--- src/design/u8dec_pkg.sv ---
// Package: constants and the decode result type shared by the UTF-8 console decoder.
`timescale 1ns / 1ps
package u8dec_pkg;

    localparam logic [15:0] QMARK    = 16'h003F;
    localparam logic [15:0] BOM      = 16'hFEFF;
    localparam logic [15:0] CR       = 16'h000D;
    localparam logic [15:0] LF       = 16'h000A;

    localparam logic [7:0]  LEAD2_LO = 8'hC2;
    localparam logic [7:0]  LEAD3_LO = 8'hE0;
    localparam logic [7:0]  LEAD3_HI = 8'hEF;

    // Number of output beats one input byte produces.
    localparam logic [1:0]  EMIT_NONE = 2'd0;
    localparam logic [1:0]  EMIT_ONE  = 2'd1;
    localparam logic [1:0]  EMIT_CRLF = 2'd2;

    typedef struct packed {
        logic [1:0]  emit;       // EMIT_NONE, EMIT_ONE or EMIT_CRLF
        logic [15:0] unit;       // code unit for EMIT_ONE
        logic [7:0]  lead_next;  // next pending lead byte
        logic [7:0]  mid_next;   // next pending middle byte
    } t_dec;

endpackage

--- src/design/u8dec_core.sv ---
// Combinational decode of one byte against the pending lead and middle bytes.
`timescale 1ns / 1ps
module u8dec_core (
    input  logic [7:0]      i_byte,
    input  logic [7:0]      i_lead,
    input  logic [7:0]      i_mid,
    output u8dec_pkg::t_dec o_dec
);

    logic [15:0] ch;
    logic        has_ch;

    always_comb begin
        ch     = u8dec_pkg::QMARK;
        has_ch = 1'b1;
        o_dec.lead_next = 8'h00;
        o_dec.mid_next  = 8'h00;

        if (i_byte inside {[8'h00:8'h7F]}) begin
            // ASCII; an open sequence is dropped and shown as '?'
            if (i_lead == 8'h00) begin
                ch = {8'h00, i_byte};
            end
        end else if (i_byte inside {[8'h80:8'hBF]}) begin
            if (i_lead == 8'h00) begin
                ch = u8dec_pkg::QMARK;
            end else if (i_lead < u8dec_pkg::LEAD3_LO) begin
                ch = {5'b0, i_lead[4:0], i_byte[5:0]};
            end else if (i_mid == 8'h00) begin
                // hold the middle byte of a three-byte sequence
                has_ch          = 1'b0;
                o_dec.lead_next = i_lead;
                o_dec.mid_next  = i_byte;
            end else begin
                ch = {i_lead[3:0], i_mid[5:0], i_byte[5:0]};
            end
        end else if (i_byte inside {[u8dec_pkg::LEAD2_LO:u8dec_pkg::LEAD3_HI]}) begin
            // new lead replaces any open sequence silently
            has_ch          = 1'b0;
            o_dec.lead_next = i_byte;
        end

        o_dec.unit = ch;
        if (!has_ch || ch == u8dec_pkg::BOM) begin
            o_dec.emit = u8dec_pkg::EMIT_NONE;
        end else if (ch == u8dec_pkg::LF) begin
            o_dec.emit = u8dec_pkg::EMIT_CRLF;
        end else begin
            o_dec.emit = u8dec_pkg::EMIT_ONE;
        end
    end

endmodule

--- src/design/utf8_to_ucs2_console_decoder.sv ---
// Top level: UTF-8 byte stream to UCS-2 console code units.
`timescale 1ns / 1ps
// Datapath: a byte lands in the input register on the beat it is taken, and its first
//   code unit is decoded there and loaded into the result register, which feeds the output.
// Throughput: one byte per cycle while the output side keeps up; a newline (plain or
//   decoded) takes two beats, CR then LF; a following byte that emits waits for the LF.
// Reset (synchronous, active low): clear both pending bytes, the input and output
//   valid flags and the queued LF; payload registers are not reset.
module utf8_to_ucs2_console_decoder (
    input  logic        i_clk,
    input  logic        i_rst_n,
    input  logic        i_in_valid,
    output logic        o_in_ready,
    input  logic [7:0]  i_byte_in,
    output logic        o_out_valid,
    input  logic        i_out_ready,
    output logic [15:0] o_code_unit,
    output logic        o_last_of_run
);

    // Input register
    logic        r_in_vld, n_in_vld;
    logic [7:0]  r_in_byte, n_in_byte;
    // Decoder state: open lead byte and held middle byte
    logic [7:0]  r_lead, n_lead;
    logic [7:0]  r_mid, n_mid;
    // Result register plus a queued LF for the second beat of a newline
    logic        r_out_vld, n_out_vld;
    logic [15:0] r_out_unit, n_out_unit;
    logic        r_out_last, n_out_last;
    logic        r_lf_pend, n_lf_pend;

    u8dec_pkg::t_dec dec;
    logic            out_take;   // output beat completes this cycle
    logic            out_free;   // result register can load a new unit
    logic            s1_adv;     // the byte in the input register retires

    u8dec_core u_core (
        .i_byte (r_in_byte),
        .i_lead (r_lead),
        .i_mid  (r_mid),
        .o_dec  (dec)
    );

    assign out_take = r_out_vld && i_out_ready;
    // The queued LF has priority on the result register.
    assign out_free = !r_lf_pend && (!r_out_vld || i_out_ready);
    // A byte that emits nothing retires without waiting on the output side.
    assign s1_adv   = r_in_vld && (dec.emit == u8dec_pkg::EMIT_NONE || out_free);

    assign o_in_ready    = !r_in_vld || s1_adv;
    assign o_out_valid   = r_out_vld;
    assign o_code_unit   = r_out_unit;
    assign o_last_of_run = r_out_last;

    always_comb begin
        n_in_vld   = r_in_vld;
        n_in_byte  = r_in_byte;
        n_lead     = r_lead;
        n_mid      = r_mid;
        n_out_vld  = r_out_vld;
        n_out_unit = r_out_unit;
        n_out_last = r_out_last;
        n_lf_pend  = r_lf_pend;

        // Drop the delivered beat.
        if (out_take) begin
            n_out_vld = 1'b0;
        end

        // Advance the queued LF into the result register.
        if (r_lf_pend && out_take) begin
            n_out_vld  = 1'b1;
            n_out_unit = u8dec_pkg::LF;
            n_out_last = 1'b1;
            n_lf_pend  = 1'b0;
        end

        // Retire the held byte: update state and load its first unit.
        if (s1_adv) begin
            n_lead = dec.lead_next;
            n_mid  = dec.mid_next;
            case (dec.emit)
                u8dec_pkg::EMIT_ONE: begin
                    n_out_vld  = 1'b1;
                    n_out_unit = dec.unit;
                    n_out_last = 1'b1;
                end
                u8dec_pkg::EMIT_CRLF: begin
                    n_out_vld  = 1'b1;
                    n_out_unit = u8dec_pkg::CR;
                    n_out_last = 1'b0;
                    n_lf_pend  = 1'b1;
                end
                default: begin
                end
            endcase
        end

        // Take a new byte.
        if (o_in_ready) begin
            n_in_vld  = i_in_valid;
            n_in_byte = i_byte_in;
        end
    end

    always_ff @(posedge i_clk) begin
        if (!i_rst_n) begin
            r_in_vld  <= 1'b0;
            r_lead    <= 8'h00;
            r_mid     <= 8'h00;
            r_out_vld <= 1'b0;
            r_lf_pend <= 1'b0;
        end else begin
            r_in_vld  <= n_in_vld;
            r_lead    <= n_lead;
            r_mid     <= n_mid;
            r_out_vld <= n_out_vld;
            r_lf_pend <= n_lf_pend;
        end
        r_in_byte  <= n_in_byte;
        r_out_unit <= n_out_unit;
        r_out_last <= n_out_last;
    end

    // A queued LF always sits behind a CR that is not the last of its run.
    a_lf_behind_cr: assert property (@(posedge i_clk) disable iff (!i_rst_n)
        r_lf_pend |-> (r_out_vld && !r_out_last && r_out_unit == u8dec_pkg::CR))
        else $error("queued LF without a CR beat in front");

    // A beat that is not last must be followed by the queued LF.
    a_notlast_has_lf: assert property (@(posedge i_clk) disable iff (!i_rst_n)
        (r_out_vld && !r_out_last) |-> r_lf_pend)
        else $error("non-last beat with no LF queued");

    // Once the CR is taken, the LF is offered next and closes the run.
    a_lf_follows: assert property (@(posedge i_clk) disable iff (!i_rst_n)
        (r_lf_pend && out_take) |=>
            (o_out_valid && o_last_of_run && o_code_unit == u8dec_pkg::LF))
        else $error("LF did not follow CR");

    // A middle byte is only held under a three-byte lead.
    a_mid_needs_lead: assert property (@(posedge i_clk) disable iff (!i_rst_n)
        (r_mid != 8'h00) |-> (r_lead >= u8dec_pkg::LEAD3_LO && r_mid[7:6] == 2'b10))
        else $error("middle byte held without a three-byte lead");

endmodule

--- config.mk ---
export PLATFORM = sky130hd
export DESIGN_NAME = utf8_to_ucs2_console_decoder
export DESIGN_NICKNAME = d
export VERILOG_FILES = /design/src/design/u8dec_pkg.sv /design/src/design/u8dec_core.sv /design/src/design/utf8_to_ucs2_console_decoder.sv
export SDC_FILE = /design/constraint.sdc
export NUM_CORES = 1
export LEC_CHECK = 0
export ABC_AREA = 1
export BUFFER_PORTS_ARGS = -buffer_cell sky130_fd_sc_hd__buf_2
export CORE_MARGIN = 2
export CORE_UTILIZATION = 49
export DETAILED_ROUTE_END_ITERATION = 16
export PLACE_DENSITY = 0.81
export SLEW_MARGIN = 20
export SYNTH_ARGS = -nofsm -noshare
export SYNTH_HDL_FRONTEND = slang
export SYNTH_HIERARCHICAL = 1
export SYNTH_SLANG_ARGS = --single-unit
--- constraint.sdc ---
create_clock -name i_clk -period 4.7 [get_ports i_clk]
set_clock_uncertainty 0.15 [all_clocks]
set_input_delay 0.705 -clock i_clk [delete_from_list [all_inputs] [get_ports i_clk]]
set_output_delay 0.705 -clock i_clk [all_outputs]
set_load 0.005 [all_outputs]
# After elaboration in Yosys (flattened, before gate mapping)
# Cells that the tools add are included.
[op_classes]
n_addsub = 0
n_mul = 0
div_mod_pow = 0
n_lt_le_gt_ge = 7
n_eq_ne = 5
shift = 0
mux = 34
bitwise_logic = 0
reduce_logical = 20
[op_table]
columns = ["op", "n"]
rows = [
  ["$mux W16", 11],
  ["$mux W8", 4],
  ["$pmux W16 S2", 1],
  ["$eq A16 B16 Y1 const B", 1],
  ["$eq A16 B4 Y1 const B", 1],
  ["$ge A8 B8 Y1 const B", 2],
  ["$le A8 B8 Y1 const B", 2],
  ["$logic_not A8 Y1", 2],
  ["$mux W1", 15],
  ["$ge A8 B1 Y1 const B", 1],
  ["$le A8 B7 Y1 const B", 1],
  ["$lt A8 B8 Y1 const B", 1],
  ["$logic_and A1 B1 Y1", 7],
  ["$ne A5 B3 Y1 const B", 1],
  ["$logic_not A1 Y1", 4],
  ["$logic_or A1 B1 Y1", 4],
  ["$mux W2", 2],
  ["$eq A2 B1 Y1 const B", 1],
  ["$eq A2 B2 Y1 const B", 1],
  ["$logic_not A2 Y1", 1],
  ["$pmux W1 S2", 1],
  ["$reduce_and A2 Y1", 1],
  ["$reduce_or A2 Y1", 1],
]
[totals]
ff_bits = 44
latch_bits = 0
mem_bits_rw = 0
romBits = 0
in_bits = 12
output_inout_bits = 19
mem_count = 0

# Longest topological paths before layout
[logic_depth]
word_depth = 13
depth_mapped = 20
depth_no_buf = 19

# Modules after synthesis
# The synthesis kept the hierarchy.
[modules_own_cells]
columns = ["mod", "instances", "cells_per_inst", "area_each_um2", "seq_area_each_um2"]
rows = [
  ["utf8_to_ucs2_console_decoder", 1, 280, 2129.5, 960.9],
  ["u8dec_core", 1, 139, 651.9, 0.0],
]

# Least setup slack after synthesis
# Ideal clock, no wire load.
[synth_path]
kind = "register to output"
from = "reg r_in_byte[6]"
to = "out o_in_ready"
t_arrival_ps = 2008
setup_slack_ps = 1837
stages_incl_launch_ff = 16
path_buffers = 0
cell_sequence = "edfxtp_1 nor2_4 inv_1 nor2_1 nand2_2 nand2_4 o21ai_0 nand3_1 nand2_1 nor2_1 inv_1 ha_1 inv_1 nand2_8 inv_1 nand2_1"
[synth_lines]
columns = ["element", "line_no", "source"]
rows = [
  ["start, declared", "utf8_to_ucs2_console_decoder.sv:23", "logic [7:0] r_in_byte, n_in_byte;"],
  ["start signal, assigned", "utf8_to_ucs2_console_decoder.sv:121", "r_in_byte <= n_in_byte;"],
  ["end, declared", "utf8_to_ucs2_console_decoder.sv:13", "output logic o_in_ready,"],
]

==> qor.csv <==
stage,metric,value,unit
status,status,finished clean,
logic_synthesis,synth_cells,419,
logic_synthesis,synth_nets,435,
critical_path,crit_path_start_kind,flip-flop,
drt,wl_per_cell,11.4,um
grt,grt_pass1_vias,2281,
final_layout,fillers,549,
timing,max_slew_margin,0.301,
grt,antenna_found_initial,0,
floorplan,die_x,79.3,um
clock_tree,cts_hold_repair.buffers,0,
floorplan,rows,27,
grt,grt_usage,0.201,
drt,detail_route.vias_per_cell,5.02,
logic_synthesis,synth_area,2780,um2
clock_tree,cts_buffers,5,
timing,slew_violations,0,
timing,finalCritPeriodShare,0.838,
clock_tree,post_cts_buffers,0,
drt,drc,0,
final_layout,seq_area,961,um2
grt,grt-ovfl-total,0,
min_path,hp-class,reg -> reg,
logic_synthesis,yosysWarnings,6,
clock_tree,clockRootBuffer,clkbuf_8,
timing,worst_slew_pin_slew,1.05,ns
critical_path,required,3.85,ns
critical_path,path_max_fanout,36,
timing,rsz0062_at_grt,false,
timing,hold_viol_final,0,
clock_tree,clock-sinks,44,
final_layout,drive_above_1_share,0.151,
clock_tree,cts_tree,built,
power,p_per_area,283,nW/um2
critical_path,arrival,3.08,ns
clock_tree,cts_resized,0,
drt,ant_nets,0,
critical_path,cp_slowest_cell,edfxtp_1,
floorplan,io_pins,31,
critical_path,setup.worst_path.end_class,output pin,
floorplan,coreArea,5510,um2
critical_path,critPathKind,reg -> out,
final_layout,area_growth,6.57,%
critical_path,critPathMaxStageDelay,0.46,ns
timing,finalSetupViolCount,0,
logic_synthesis,syn_area_per_cell,6.64,um2
final_layout,multi_input_area,1420,um2
logic_synthesis,ys_types,32,
placement,dp_hpwl,4260,um
critical_path,crit_chain,"nor2_4, inv_1, nor2_1, nand2_2, nand2_4, o21ai_0, nand3_1, nand2_1, nor2_1, inv_1, ha_1, inv_1, nand2_8, inv_1, nand2_1, buf_2",
timing,min_period,3.94,ns
power,power,840,uW
drt,wl,5790,um
logic_synthesis,seq_area_frac_synth,0.345,
power,vdd_ir_drop_max,0.184,mV
clock_tree,cts_max_path_buffers,2,
final_layout,antenna_cells,0,
logic_synthesis,ys_seq_elements,44,
floorplan,chipHeight,79.3,um
drt,first_pass_iters,4,
timing,clock.fmax,0.254,GHz
timing,worst_slack,0.762,ns
timing,setup_tns,0,ns
placement,gp_congestion,0.987,
critical_path,path_delay_family,simple AND/OR/NAND/NOR gates,
grt,grt_max_degree,37,
critical_path,worst-path-buf-inv,5,
drt,drt_iter0_markers,163,
placement,place_ws,1.11,ns
run,drv_cap,0,
clock_tree,cts.clk_slew.worst_paths,0.09,ns
placement,portBuffers,30,
clock_tree,htree_levels,2,
drt,vias,2552,
final_layout,layout.nets,451,
grt,grt_pass1_wl,10100,um
floorplan,start_util,0.505,
critical_path,cp_common_cell,inv_1,
power,power.leakage,1.51,nW
clock_tree,clock_latency,0.30,ns
floorplan,die_area,6290,um2
cells by family after synthesis:
group                      synth area share
adders and majority gates            0.0180
AOI/OAI and AO/OA                    0.0720
other                               0.00135
and+or+nand+nor                       0.418
buffers and inverters                 0.145
DFF                                   0.345
state kept, by name (all words and copies together) (netlist names):
register and cells:
o_code_unit 16, o_last_of_run 1, o_out_valid 1, r_in_byte 8
r_in_vld 1, r_lead 8, r_lf_pend 1, r_mid 8
per-layer routing:
| layer | GRT usage | up-vias | part of all wire | routed length, um |
|---|---|---|---|---|
| met5 | 0 | - | 0 | 0 |
| met4 | 0.0655 | 0 | 0.015 | 87 |
| met3 | 0.0432 | 11 | 0.053 | 307 |
| met2 | 0.331 | 71 | 0.44 | 2570 |
| met1 | 0.263 | 1121 | 0.49 | 2820 |
| li1 | - | 1349 | - | - |
cells in the mapped netlist:
cell type | number | area (um2)
a21oi_1 | 24 | 120
and3_1 | 1 | 6.26
buf_1 | 1 | 3.75
buf_12 | 1 | 20.0
buf_2 | 11 | 55.1
buf_4 | 4 | 30.0
buf_6 | 3 | 33.8
clkbuf_2 | 2 | 10.0
conb_1 | 1 | 3.75
dfxtp_1 | 36 | 721
edfxtp_1 | 8 | 240
ha_1 | 4 | 50.1
inv_1 | 61 | 229
inv_2 | 1 | 3.75
inv_4 | 1 | 6.26
inv_8 | 1 | 11.3
nand2_1 | 104 | 390
nand2_2 | 12 | 75.1
nand2_4 | 2 | 22.5
nand2_8 | 2 | 40.0
nand3_1 | 74 | 370
nand3_2 | 2 | 20.0
nand4_1 | 3 | 18.8
nor2_1 | 33 | 124
nor2_2 | 1 | 6.26
nor2_4 | 3 | 33.8
nor3_1 | 8 | 40.0
nor3_4 | 1 | 16.3
o211ai_1 | 1 | 7.51
o21ai_0 | 9 | 45.0
o21ai_2 | 1 | 8.76
o22ai_1 | 3 | 18.8
where the power goes:
group | total (mW) | leakage [nW] | switching (mW) | internal [mW]
logic | 0.168 | 1.08 | 0.107 | 0.0617
registers | 0.435 | 0.380 | 0.0220 | 0.413
clock network | 0.236 | 0.0479 | 0.132 | 0.104
metrics by stage:
step	hold WS, ns	utilization	cell area, um2	cells
2_1_floorplan	0.302	-	2780	419
3_3_place_gp	0.313	0.522	2880	500
3_5_place_dp	0.322	0.522	2880	500
4_1_cts	0.336	0.538	2960	508
5_1_grt	0.355	0.538	2960	508
6_report	0.334	0.538	2960	508
tightest hold or removal path, stage by stage, from the launching register on:
cell	delay (ns)
dfxtp_1	0.33
a21oi_1	0.04
nor2_1	0.08
worst paths after layout:
| path | end | cells after the start | slack [ns] | start |
|---|---|---|---|---|
| min reg2reg | r_mid[2] | 2 | 0.33 | r_mid[2] |
| max | o_in_ready | 16 | 0.76 | r_in_byte[6] |
| min | r_mid[2] | 2 | 0.33 | r_mid[2] |
| max reg2reg | o_code_unit[0] | 16 | 1.30 | r_in_byte[6] |
area by class of cell:
cell class	instances	area share
clock buffer	5	0.0232
clock inverter	3	0.00633
inverter	64	0.0844
multi-input combinational	289	0.478
sequential	44	0.324
tap	72	0.0304
timing repair buffer	31	0.0532
cell usage in the layout (no fill, tap or decap), types with 2 or more instances in the layout:
master,n
edfxtp_1,8
o21ai_0,9
nor2_4,3
inv_1,61
nand2_4,2
clkbuf_8,5
nand3_2,2
nor2_1,33
nand4_1,3
nand2_1,104
buf_2,30
ha_1,4
nand2_2,12
clkinv_2,2
nand2_8,2
nand3_1,74
a21oi_1,24
nor3_1,8
o22ai_1,3
dfxtp_1,36
Note: power is estimated with default switching activity, not from simulation.
